## src/rtl/sebam_pkg.sv

```systemverilog
`default_nettype none
// ----------------------------------------------------------------------------
// sebam_pkg: shared types and constants
// Item and result formats and the SPI opcodes of the EEPROM access master.
// ----------------------------------------------------------------------------
package sebam_pkg;

	typedef enum logic [1:0] {
		CMD_READ  = 2'd0,
		CMD_WRITE = 2'd1,
		CMD_TICK  = 2'd2,
		CMD_NONE  = 2'd3
	} cmd_t;

	typedef struct packed {
		cmd_t        cmd;
		logic [15:0] address;
		logic [7:0]  wdata;
		logic        miso;
	} item_t;

	typedef struct packed {
		logic       cs_n;
		logic       sck;
		logic       mosi;
		logic       busy;
		logic       rvalid;
		logic [7:0] rdata;
	} result_t;

	localparam logic [7:0]  OP_WREN    = 8'h06;
	localparam logic [7:0]  OP_WRITE   = 8'h02;
	localparam logic [7:0]  OP_READ    = 8'h03;
	localparam logic [15:0] WAIT_RESET = 16'd1000;
	// address is padded to three bytes; upper bytes beyond the field read as zero
	localparam int          ADDR_PAD_W = 24;

endpackage
`default_nettype wire

```

## src/rtl/sebam_front.sv

```systemverilog
`default_nettype none
// ----------------------------------------------------------------------------
// sebam_front: intake and classification
// Accepts input transactions, drops unknown commands and queues the rest.
// ----------------------------------------------------------------------------
module sebam_front import sebam_pkg::*; (
	input  wire logic        clk,
	input  wire logic        arst_n,
	input  wire logic        push,
	output logic             full,
	input  wire logic [1:0]  command,
	input  wire logic [15:0] address,
	input  wire logic [7:0]  write_data,
	input  wire logic        miso,
	output logic             item_valid,
	output item_t            item,
	input  wire logic        item_pop
);

	item_t      mem_q [2];
	logic       wr_ptr_q;
	logic       rd_ptr_q;
	logic [1:0] cnt_q;
	logic       wr_en;
	logic       rd_en;

	assign full       = (cnt_q == 2'd2);
	assign item_valid = (cnt_q != 2'd0);
	assign item       = mem_q[rd_ptr_q];
	// command value three is consumed here and never reaches the engine
	assign wr_en      = push && !full && (cmd_t'(command) != CMD_NONE);
	assign rd_en      = item_pop && item_valid;

	always_ff @(posedge clk) begin
		if (wr_en) begin
			mem_q[wr_ptr_q] <= '{cmd: cmd_t'(command), address: address,
				wdata: write_data, miso: miso};
		end
	end

	always_ff @(posedge clk or negedge arst_n) begin
		if (!arst_n) begin
			wr_ptr_q <= 1'b0;
			rd_ptr_q <= 1'b0;
			cnt_q    <= 2'd0;
		end else begin
			if (wr_en) wr_ptr_q <= ~wr_ptr_q;
			if (rd_en) rd_ptr_q <= ~rd_ptr_q;
			unique case ({wr_en, rd_en})
				2'b10:   cnt_q <= cnt_q + 2'd1;
				2'b01:   cnt_q <= cnt_q - 2'd1;
				default: cnt_q <= cnt_q;
			endcase
		end
	end

endmodule
`default_nettype wire

```

## src/rtl/sebam_engine.sv

```systemverilog
`default_nettype none
// ----------------------------------------------------------------------------
// sebam_engine: SPI sequencer and result queue
// Runs the read and write frames one queued item per cycle while the result queue has room, buffers pin levels.
// ----------------------------------------------------------------------------
module sebam_engine import sebam_pkg::*; #(
	parameter int ADDR_WIDTH = 16
) (
	input  wire logic        clk,
	input  wire logic        arst_n,
	input  wire logic        cfg_we,
	input  wire logic [15:0] cfg_wait,
	input  wire logic        item_valid,
	input  wire item_t       item,
	output logic             item_pop,
	output logic             empty,
	output result_t          head,
	input  wire logic        pop
);

	localparam int         AddrBytes = (ADDR_WIDTH + 7) / 8;
	localparam logic [2:0] LastAddr  = 3'(AddrBytes);
	localparam logic [2:0] LastData  = 3'(AddrBytes + 1);

	typedef enum logic [2:0] {
		PH_IDLE, PH_WREN, PH_GAP, PH_SEND, PH_RECV, PH_HOLD
	} phase_t;

	phase_t      phase_q, n_phase;
	logic [7:0]  shift_q, n_shift;
	logic [3:0]  bit_q, n_bit;
	logic [2:0]  byte_q, n_byte;
	logic [15:0] wait_q, n_wait;
	logic [15:0] addr_q, n_addr;
	logic [7:0]  data_q, n_data;
	logic        wr_q, n_wr;
	logic        clk_q, n_clk;
	logic [15:0] wwt_q;

	result_t     res;
	logic        res_we;
	logic        take;

	logic [7:0]           shifted;
	logic [3:0]           bit_inc;
	logic [2:0]           byte_inc;
	logic [15:0]          wait_dec;
	logic [1:0]           sel;
	logic [ADDR_PAD_W-1:0] addr_pad;
	logic [7:0]           next_byte;

	result_t mem_q [2];
	logic    wr_ptr_q;
	logic    rd_ptr_q;
	logic [1:0] ocnt_q;
	logic    rd_en;

	assign take     = item_valid && (ocnt_q != 2'd2);
	assign item_pop = take;
	assign empty    = (ocnt_q == 2'd0);
	assign head     = mem_q[rd_ptr_q];
	assign rd_en    = pop && !empty;

	assign shifted  = {shift_q[6:0], (phase_q == PH_RECV) ? item.miso : 1'b0};
	assign bit_inc  = bit_q + 4'd1;
	assign byte_inc = byte_q + 3'd1;
	assign wait_dec = wait_q - 16'd1;
	assign addr_pad = {{(ADDR_PAD_W - 16){1'b0}}, addr_q};
	// only looked at while byte_inc addresses an address byte, so at most 2
	assign sel      = 2'(LastAddr - byte_inc);

	always_comb begin
		if (byte_inc <= LastAddr) begin
			next_byte = addr_pad[{sel, 3'b000} +: 8];
		end else begin
			next_byte = data_q;
		end
	end

	always_comb begin
		n_phase = phase_q;
		n_shift = shift_q;
		n_bit   = bit_q;
		n_byte  = byte_q;
		n_wait  = wait_q;
		n_addr  = addr_q;
		n_data  = data_q;
		n_wr    = wr_q;
		n_clk   = clk_q;
		res     = '{cs_n: 1'b1, sck: 1'b0, mosi: 1'b0, busy: 1'b0,
			rvalid: 1'b0, rdata: 8'd0};
		res_we  = 1'b0;
		if (take) begin
			unique case (item.cmd)
				CMD_READ, CMD_WRITE: begin
					// requests while busy are dropped
					if (phase_q == PH_IDLE) begin
						n_addr  = item.address;
						n_data  = item.wdata;
						n_wr    = (item.cmd == CMD_WRITE);
						n_byte  = 3'd0;
						n_wait  = 16'd0;
						n_bit   = 4'd0;
						n_clk   = 1'b0;
						if (item.cmd == CMD_WRITE) begin
							n_phase = PH_WREN;
							n_shift = OP_WREN;
						end else begin
							n_phase = PH_SEND;
							n_shift = OP_READ;
						end
					end
				end
				CMD_TICK: begin
					res_we = 1'b1;
					unique case (phase_q)
						PH_WREN, PH_SEND, PH_RECV: begin
							res.busy = 1'b1;
							res.cs_n = 1'b0;
							res.mosi = (phase_q == PH_RECV) ? 1'b0 : shift_q[7];
							if (!clk_q) begin
								n_clk = 1'b1;
							end else begin
								res.sck = 1'b1;
								n_clk   = 1'b0;
								n_shift = shifted;
								n_bit   = bit_inc;
								if (bit_inc[3]) begin
									unique case (phase_q)
										PH_WREN: begin
											if (wwt_q == 16'd0) begin
												n_phase = PH_SEND;
												n_byte  = 3'd0;
												n_shift = OP_WRITE;
												n_bit   = 4'd0;
											end else begin
												n_wait  = wwt_q;
												n_phase = PH_GAP;
											end
										end
										PH_SEND: begin
											n_byte = byte_inc;
											if (wr_q && byte_inc > LastData) begin
												if (wwt_q == 16'd0) begin
													n_phase = PH_IDLE;
												end else begin
													n_wait  = wwt_q;
													n_phase = PH_HOLD;
												end
											end else if (!wr_q && byte_inc > LastAddr) begin
												n_phase = PH_RECV;
												n_shift = 8'd0;
												n_bit   = 4'd0;
											end else begin
												n_shift = next_byte;
												n_bit   = 4'd0;
											end
										end
										default: begin
											res.rvalid = 1'b1;
											res.rdata  = shifted;
											n_phase    = PH_IDLE;
										end
									endcase
								end
							end
						end
						PH_GAP: begin
							res.busy = 1'b1;
							n_wait   = wait_dec;
							if (wait_dec == 16'd0) begin
								n_phase = PH_SEND;
								n_byte  = 3'd0;
								n_shift = wr_q ? OP_WRITE : OP_READ;
								n_bit   = 4'd0;
								n_clk   = 1'b0;
							end
						end
						PH_HOLD: begin
							res.busy = 1'b1;
							res.cs_n = 1'b0;
							n_wait   = wait_dec;
							if (wait_dec == 16'd0) n_phase = PH_IDLE;
						end
						default: n_phase = PH_IDLE;
					endcase
				end
				default: ;
			endcase
		end
	end

	always_ff @(posedge clk or negedge arst_n) begin
		if (!arst_n) begin
			phase_q <= PH_IDLE;
			shift_q <= 8'd0;
			bit_q   <= 4'd0;
			byte_q  <= 3'd0;
			wait_q  <= 16'd0;
			addr_q  <= 16'd0;
			data_q  <= 8'd0;
			wr_q    <= 1'b0;
			clk_q   <= 1'b0;
			wwt_q   <= WAIT_RESET;
		end else begin
			phase_q <= n_phase;
			shift_q <= n_shift;
			bit_q   <= n_bit;
			byte_q  <= n_byte;
			wait_q  <= n_wait;
			addr_q  <= n_addr;
			data_q  <= n_data;
			wr_q    <= n_wr;
			clk_q   <= n_clk;
			if (cfg_we) wwt_q <= cfg_wait;
		end
	end

	// result queue, two entries
	always_ff @(posedge clk) begin
		if (res_we) mem_q[wr_ptr_q] <= res;
	end

	always_ff @(posedge clk or negedge arst_n) begin
		if (!arst_n) begin
			wr_ptr_q <= 1'b0;
			rd_ptr_q <= 1'b0;
			ocnt_q   <= 2'd0;
		end else begin
			if (res_we) wr_ptr_q <= ~wr_ptr_q;
			if (rd_en)  rd_ptr_q <= ~rd_ptr_q;
			unique case ({res_we, rd_en})
				2'b10:   ocnt_q <= ocnt_q + 2'd1;
				2'b01:   ocnt_q <= ocnt_q - 2'd1;
				default: ocnt_q <= ocnt_q;
			endcase
		end
	end

endmodule
`default_nettype wire

```

## src/rtl/spi_eeprom_byte_access_master.sv

```systemverilog
`default_nettype none
// ----------------------------------------------------------------------------
// spi_eeprom_byte_access_master: bit-banged SPI mode-0 master, 25xx EEPROM
// Byte read and write sequencer, one half SCK period per tick transaction.
// ----------------------------------------------------------------------------
// Usage notes:
// - Input side is a queue: a transaction is taken when push is high and full
//   is low. command 0 starts a read, 1 starts a write (WREN, gap, WRITE,
//   hold), 2 is a tick carrying the sampled miso level, 3 is discarded.
// - Requests make no result; they are ignored while a sequence runs.
// - Every tick makes exactly one result: pin levels chip_select_n,
//   serial_clock and mosi for that half period, busy_res, and read_valid
//   with read_data on the tick that samples the last read bit.
// - Result side is a queue: the oldest result sits on the ports while empty
//   is low and is taken when pop is high.
// - Throughput is one transaction per cycle while the result queue has
//   room; the sequencer handles one queued item per clock. A tick goes
//   through the intake queue, then the result queue, to the result ports.
// - If pop is held low the two-entry result queue fills, the sequencer
//   stops draining the two-entry intake queue, and full rises; nothing lost.
// - write_wait_ticks_we/write_wait_ticks load the wait length (reset 1000);
//   write it only while idle.
// - arst_n clears both queues and puts the sequencer in idle.
// - ADDR_WIDTH sets the address bytes sent: ceil(ADDR_WIDTH/8).
// ----------------------------------------------------------------------------
module spi_eeprom_byte_access_master import sebam_pkg::*; #(
	parameter int ADDR_WIDTH = 16
) (
	input  wire logic        clk,
	input  wire logic        arst_n,
	input  wire logic        write_wait_ticks_we,
	input  wire logic [15:0] write_wait_ticks,
	input  wire logic        push,
	output logic             full,
	input  wire logic [1:0]  command,
	input  wire logic [15:0] address,
	input  wire logic [7:0]  write_data,
	input  wire logic        miso,
	output logic             empty,
	input  wire logic        pop,
	output logic             chip_select_n,
	output logic             serial_clock,
	output logic             mosi,
	output logic             busy_res,
	output logic             read_valid,
	output logic [7:0]       read_data
);

	item_t   item;
	logic    item_valid;
	logic    item_pop;
	result_t head;

	sebam_front u_front (
		.clk        (clk),
		.arst_n     (arst_n),
		.push       (push),
		.full       (full),
		.command    (command),
		.address    (address),
		.write_data (write_data),
		.miso       (miso),
		.item_valid (item_valid),
		.item       (item),
		.item_pop   (item_pop)
	);

	sebam_engine #(
		.ADDR_WIDTH (ADDR_WIDTH)
	) u_engine (
		.clk        (clk),
		.arst_n     (arst_n),
		.cfg_we     (write_wait_ticks_we),
		.cfg_wait   (write_wait_ticks),
		.item_valid (item_valid),
		.item       (item),
		.item_pop   (item_pop),
		.empty      (empty),
		.head       (head),
		.pop        (pop)
	);

	// result transaction fields
	assign chip_select_n = head.cs_n;
	assign serial_clock  = head.sck;
	assign mosi          = head.mosi;
	assign busy_res      = head.busy;
	assign read_valid    = head.rvalid;
	assign read_data     = head.rdata;

endmodule
`default_nettype wire
```

## config.mk

```make
export PLATFORM = sky130hd
export DESIGN_NAME = spi_eeprom_byte_access_master
export DESIGN_NICKNAME = d
export VERILOG_FILES = /design/src/rtl/sebam_pkg.sv /design/src/rtl/sebam_front.sv /design/src/rtl/sebam_engine.sv /design/src/rtl/spi_eeprom_byte_access_master.sv
export SDC_FILE = /design/constraint.sdc
export NUM_CORES = 1
export LEC_CHECK = 0
export ABC_CLOCK_PERIOD_IN_PS = 4600
export BUFFER_PORTS_ARGS = -buffer_cell sky130_fd_sc_hd__buf_2
export CAP_MARGIN = 30
export CORE_MARGIN = 2
export CORE_UTILIZATION = 55
export DETAILED_ROUTE_END_ITERATION = 8
export GPL_TIMING_DRIVEN = 0
export PLACE_DENSITY_LB_ADDON = 0.12
export SLEW_MARGIN = 15
export SYNTH_ARGS = -nofsm -noshare
export SYNTH_HDL_FRONTEND = slang
export SYNTH_SLANG_ARGS = --single-unit
```

## constraint.sdc

```tcl
create_clock -name clk -period 4.6 [get_ports clk]
set_input_delay 0.23 -clock clk [delete_from_list [all_inputs] [get_ports clk]]
set_output_delay 0.23 -clock clk [all_outputs]
set_load 0.01 [all_outputs]
```

==> reports/results.tsv <==
stage	metric	value	unit
status	run status	finished clean	
floorplan	Initial Util	0.564	
cts	CTS tree	yes	
grt	GR Util met1	0.327	
timing	Final Hold Fails	0	
routing	routed via count	5322	
final_layout	ant diodes	0	
logic_synthesis	Synth cell types	67	
floorplan	Die ar.	14600	µm²
logic_synthesis	Post-Syn Area	7490	µm²
logic_synthesis	post-synthesis sequential area ratio	0.602	
grt	initial antenna violation count	0	
final_layout	most frequent cells in the layout	80 x edfxtp_1, 78 x dfrtp_1, 71 x nor2_1, 60 x buf_2, 51 x a21oi_1	
critical_path	CP peak stage delay	520	ps
critical_path	Worst Setup End Kind	flop	
cts	setup bufs post-CTS	0	
critical_path	Critical Path AT	3570	ps
timing	final setup fails	0	
logic_synthesis	area leader, netlist	edfxtp_1	
routing	total wire length	16700	µm
pwr	P_leak	3.59	nW
hold_path	Worst Hold Launch	command[1]	
routing	Avg WL per Cell	18.0	µm
final_layout	Register Area	4510	µm²
placement	detailed placement HPWL	11300	µm
cts	CTS buffer count	17	
floorplan	FP Rows	42	
floorplan	Die Wd	121	µm
cts	clk sinks	164	
critical_path	crit path launch type	flop	
critical_path	Buf+Inv Stages, Crit Path	3	
final_layout	fillcell total	1004	
final_layout	synth-to-layout area growth	19.2	%
grt	first-pass GRT wire length	27000	µm
cts	root buf cell	clkbuf_16	
logic_synthesis	synth top area cells	edfxtp_1 32%, dfrtp_1 26%, mux2_2 4.4%	
routing	post-route DRC violation count	0	
critical_path	worst-path fanout max	10	
critical_path	cells along the critical path	inv_1 > ha_1 > nor3_1 > o21ai_1 > o2bb2ai_1 > a2111o_1 > nor2b_1 > clkbuf_1 > buf_1 > o21ai_1 > o31ai_1	
timing	Worst Skew	7.18	ps
routing	Iter 0 DRT Violations	354	
timing	max-slew violation count	0	
placement	routability cong.	0.891	
logic_synthesis	Synth top area share	0.321	
placement	DP Area	8070	µm²
floorplan	Chip Height	121	µm
timing	Least-Margin Pin Slew	803	ps
grt	largest net degree at the start of global routing	46	
timing	Rel. slew slack	0.464	
logic_synthesis	register bit total from synthesis	164	
critical_path	slowest CP cell	a2111o_1	
grt	vias in the first global route	5328	
logic_synthesis	Post-synth EDFFs	80	
routing	1st-pass router iterations	5	
cts	# H-tree levels	4	
floorplan	IO Pins	63	
grt	GRT met3 Usage	0.0495	
critical_path	CP top delay family	compound AO/OA/AOI/OAI gates	
logic_synthesis	synth warn	0	
critical_path	CP Class	flop to flop	
grt	Global Route met2 Usage	0.396	
floorplan	core footprint	13300	µm²
grt	total grt overflow	0	
placement	DP Worst Slack	1350	ps
cts	Skew-Pair Late Insertion Delay	430	ps
pwr	Pwr per Cell Area	643	nW/µm²
grt	GRT Max-Usage Layer	met2	
final_layout	Multi-input gate area	2810	µm²
final_layout	commonest non-fill, non-tap cell in the layout	edfxtp_1	
timing	Final period util	0.714	
timing	min Tclk post-route	3290	ps
hold_path	type of the most critical hold path	primary input to flop	
logic_synthesis	main flop type after synthesis	edfxtp_1	
job	max-cap violation count	0	
critical_path	Worst Setup SP	u_engine.byte_q[0]	
timing	RSZ-0062 raised after global routing	false	
routing	Vias/cell	5.76	
final_layout	Layout Nets	791	
timing	Final WS setup	1310	ps
critical_path	required time worst endpoint	4890	ps
final_layout	design area	8940	µm²
logic_synthesis	Async S/R FF share, synth	0.512	
cts	Worst-path clk slew	60	ps
critical_path	reg2reg start	u_engine.byte_q[0]	
placement	I/O Buffers	61	
routing	antenna viol nets, final	0	
logic_synthesis	mean post-synth cell area	12.0	µm²
pwr	worst-case vdd ir drop	312	µV
logic_synthesis	Mapped Nets	682	
logic_synthesis	Syn Inst Count	626	
critical_path	crit-path most repeated cell	o21ai_1	
timing	fmax	304	MHz
grt	Total GRT Usage	0.243	
timing	Total Neg Setup Slack	0	ps
cts	maximum clock insertion buffer count	2	
final_layout	layout cells sized above 1	0.203	
cell usage after synthesis, drive strengths merged, types with 12 or more instances:
| master | n |
|---|---|
| edfxtp | 80 |
| dfrtp | 78 |
| nor2 | 74 |
| a21oi | 51 |
| mux2 | 36 |
| o21ai | 30 |
| nand2 | 28 |
| mux2i | 27 |
| clkbuf | 25 |
| nor3 | 16 |
| inv | 12 |
flip-flops by register name, summed over array words and instances, names as in the netlist, 2 cells and up:
signal	count
u_front.mem_q	54
u_engine.mem_q	26
u_engine.addr_q	16
u_engine.wait_q	16
u_engine.wwt_q	16
u_engine.data_q	8
u_engine.shift_q	8
u_engine.bit_q	4
u_engine.byte_q	3
u_engine.phase_q	3
u_engine.ocnt_q	2
u_front.cnt_q	2
per-stage QoR:
stage	total power, mW	utilization	std cells	hold slack [ps]
2_1_floorplan	3.69	-	626	-65.6
3_3_place_gp	4.19	0.603	863	417
3_5_place_dp	4.27	0.607	865	281
4_1_cts	5.74	0.671	922	0.902
5_1_grt	6.09	0.672	924	3.34
6_report	5.75	0.672	924	23.8
metal layers:
layer  part of all wire  vias up
met1               0.44     2618
met2               0.49      138
met4              0.023        0
met3              0.043       29
met5                  0        -
li1                   -     2537
worst reg2reg max path, cell delays in order, from the launching register on:
cell and delay, ps:
dfrtp_1 450, inv_1 110, ha_1 360, nor3_1 300
o21ai_1 200, o2bb2ai_1 170, a2111o_1 520, nor2b_1 170
clkbuf_1 270, buf_1 320, o21ai_1 190, o31ai_1 80
logic make-up after synthesis:
| logic type | synth area share |
|---|---|
| flip-flops | 0.602 |
| adder cells (fa/ha/maj) | 0.0134 |
| multiplexers | 0.0927 |
| XOR/XNOR | 0.0175 |
| buffers and inverters | 0.0250 |
| AND/OR/NAND/NOR | 0.128 |
| AO/OA/AOI/OAI | 0.121 |
report_power, final:
group / internal, mW / switching (mW)
Combinational: 0.840 / 1.21
Clock: 0.880 / 0.570
Sequential: 1.97 / 0.283
Total: 3.69 / 2.06
layout make-up:
| class | count | share of cell area |
|---|---|---|
| Buffer | 32 | 0.0160 |
| Clock buffer | 19 | 0.0507 |
| Sequential cell | 164 | 0.505 |
| Clock inverter | 13 | 0.0172 |
| Inverter | 12 | 0.00504 |
| Timing Repair Buffer | 90 | 0.0672 |
| Tap cell | 176 | 0.0246 |
| Multi-Input combinational cell | 418 | 0.314 |
timing repair:
action,CTS,global route
hold buffers,25,1
resized for setup,0,0
endpoints found under the hold margin,86,2
path summary, 6_finish.rpt:
kind                                        end  slack (ps)  depth (start not counted)
min in group asynchronous    u_engine.addr_q[9]         350                          2
hold reg to reg             u_engine.shift_q[7]         490                          1
setup / recovery             u_engine.wait_q[0]        1310                         11
setup reg to reg             u_engine.wait_q[0]        1310                         11
hold / removal             u_front.mem_q[0][26]          20                          1
max in group asynchronous   u_engine.shift_q[0]        3610                          3
Power figures use the tool's default switching activity.
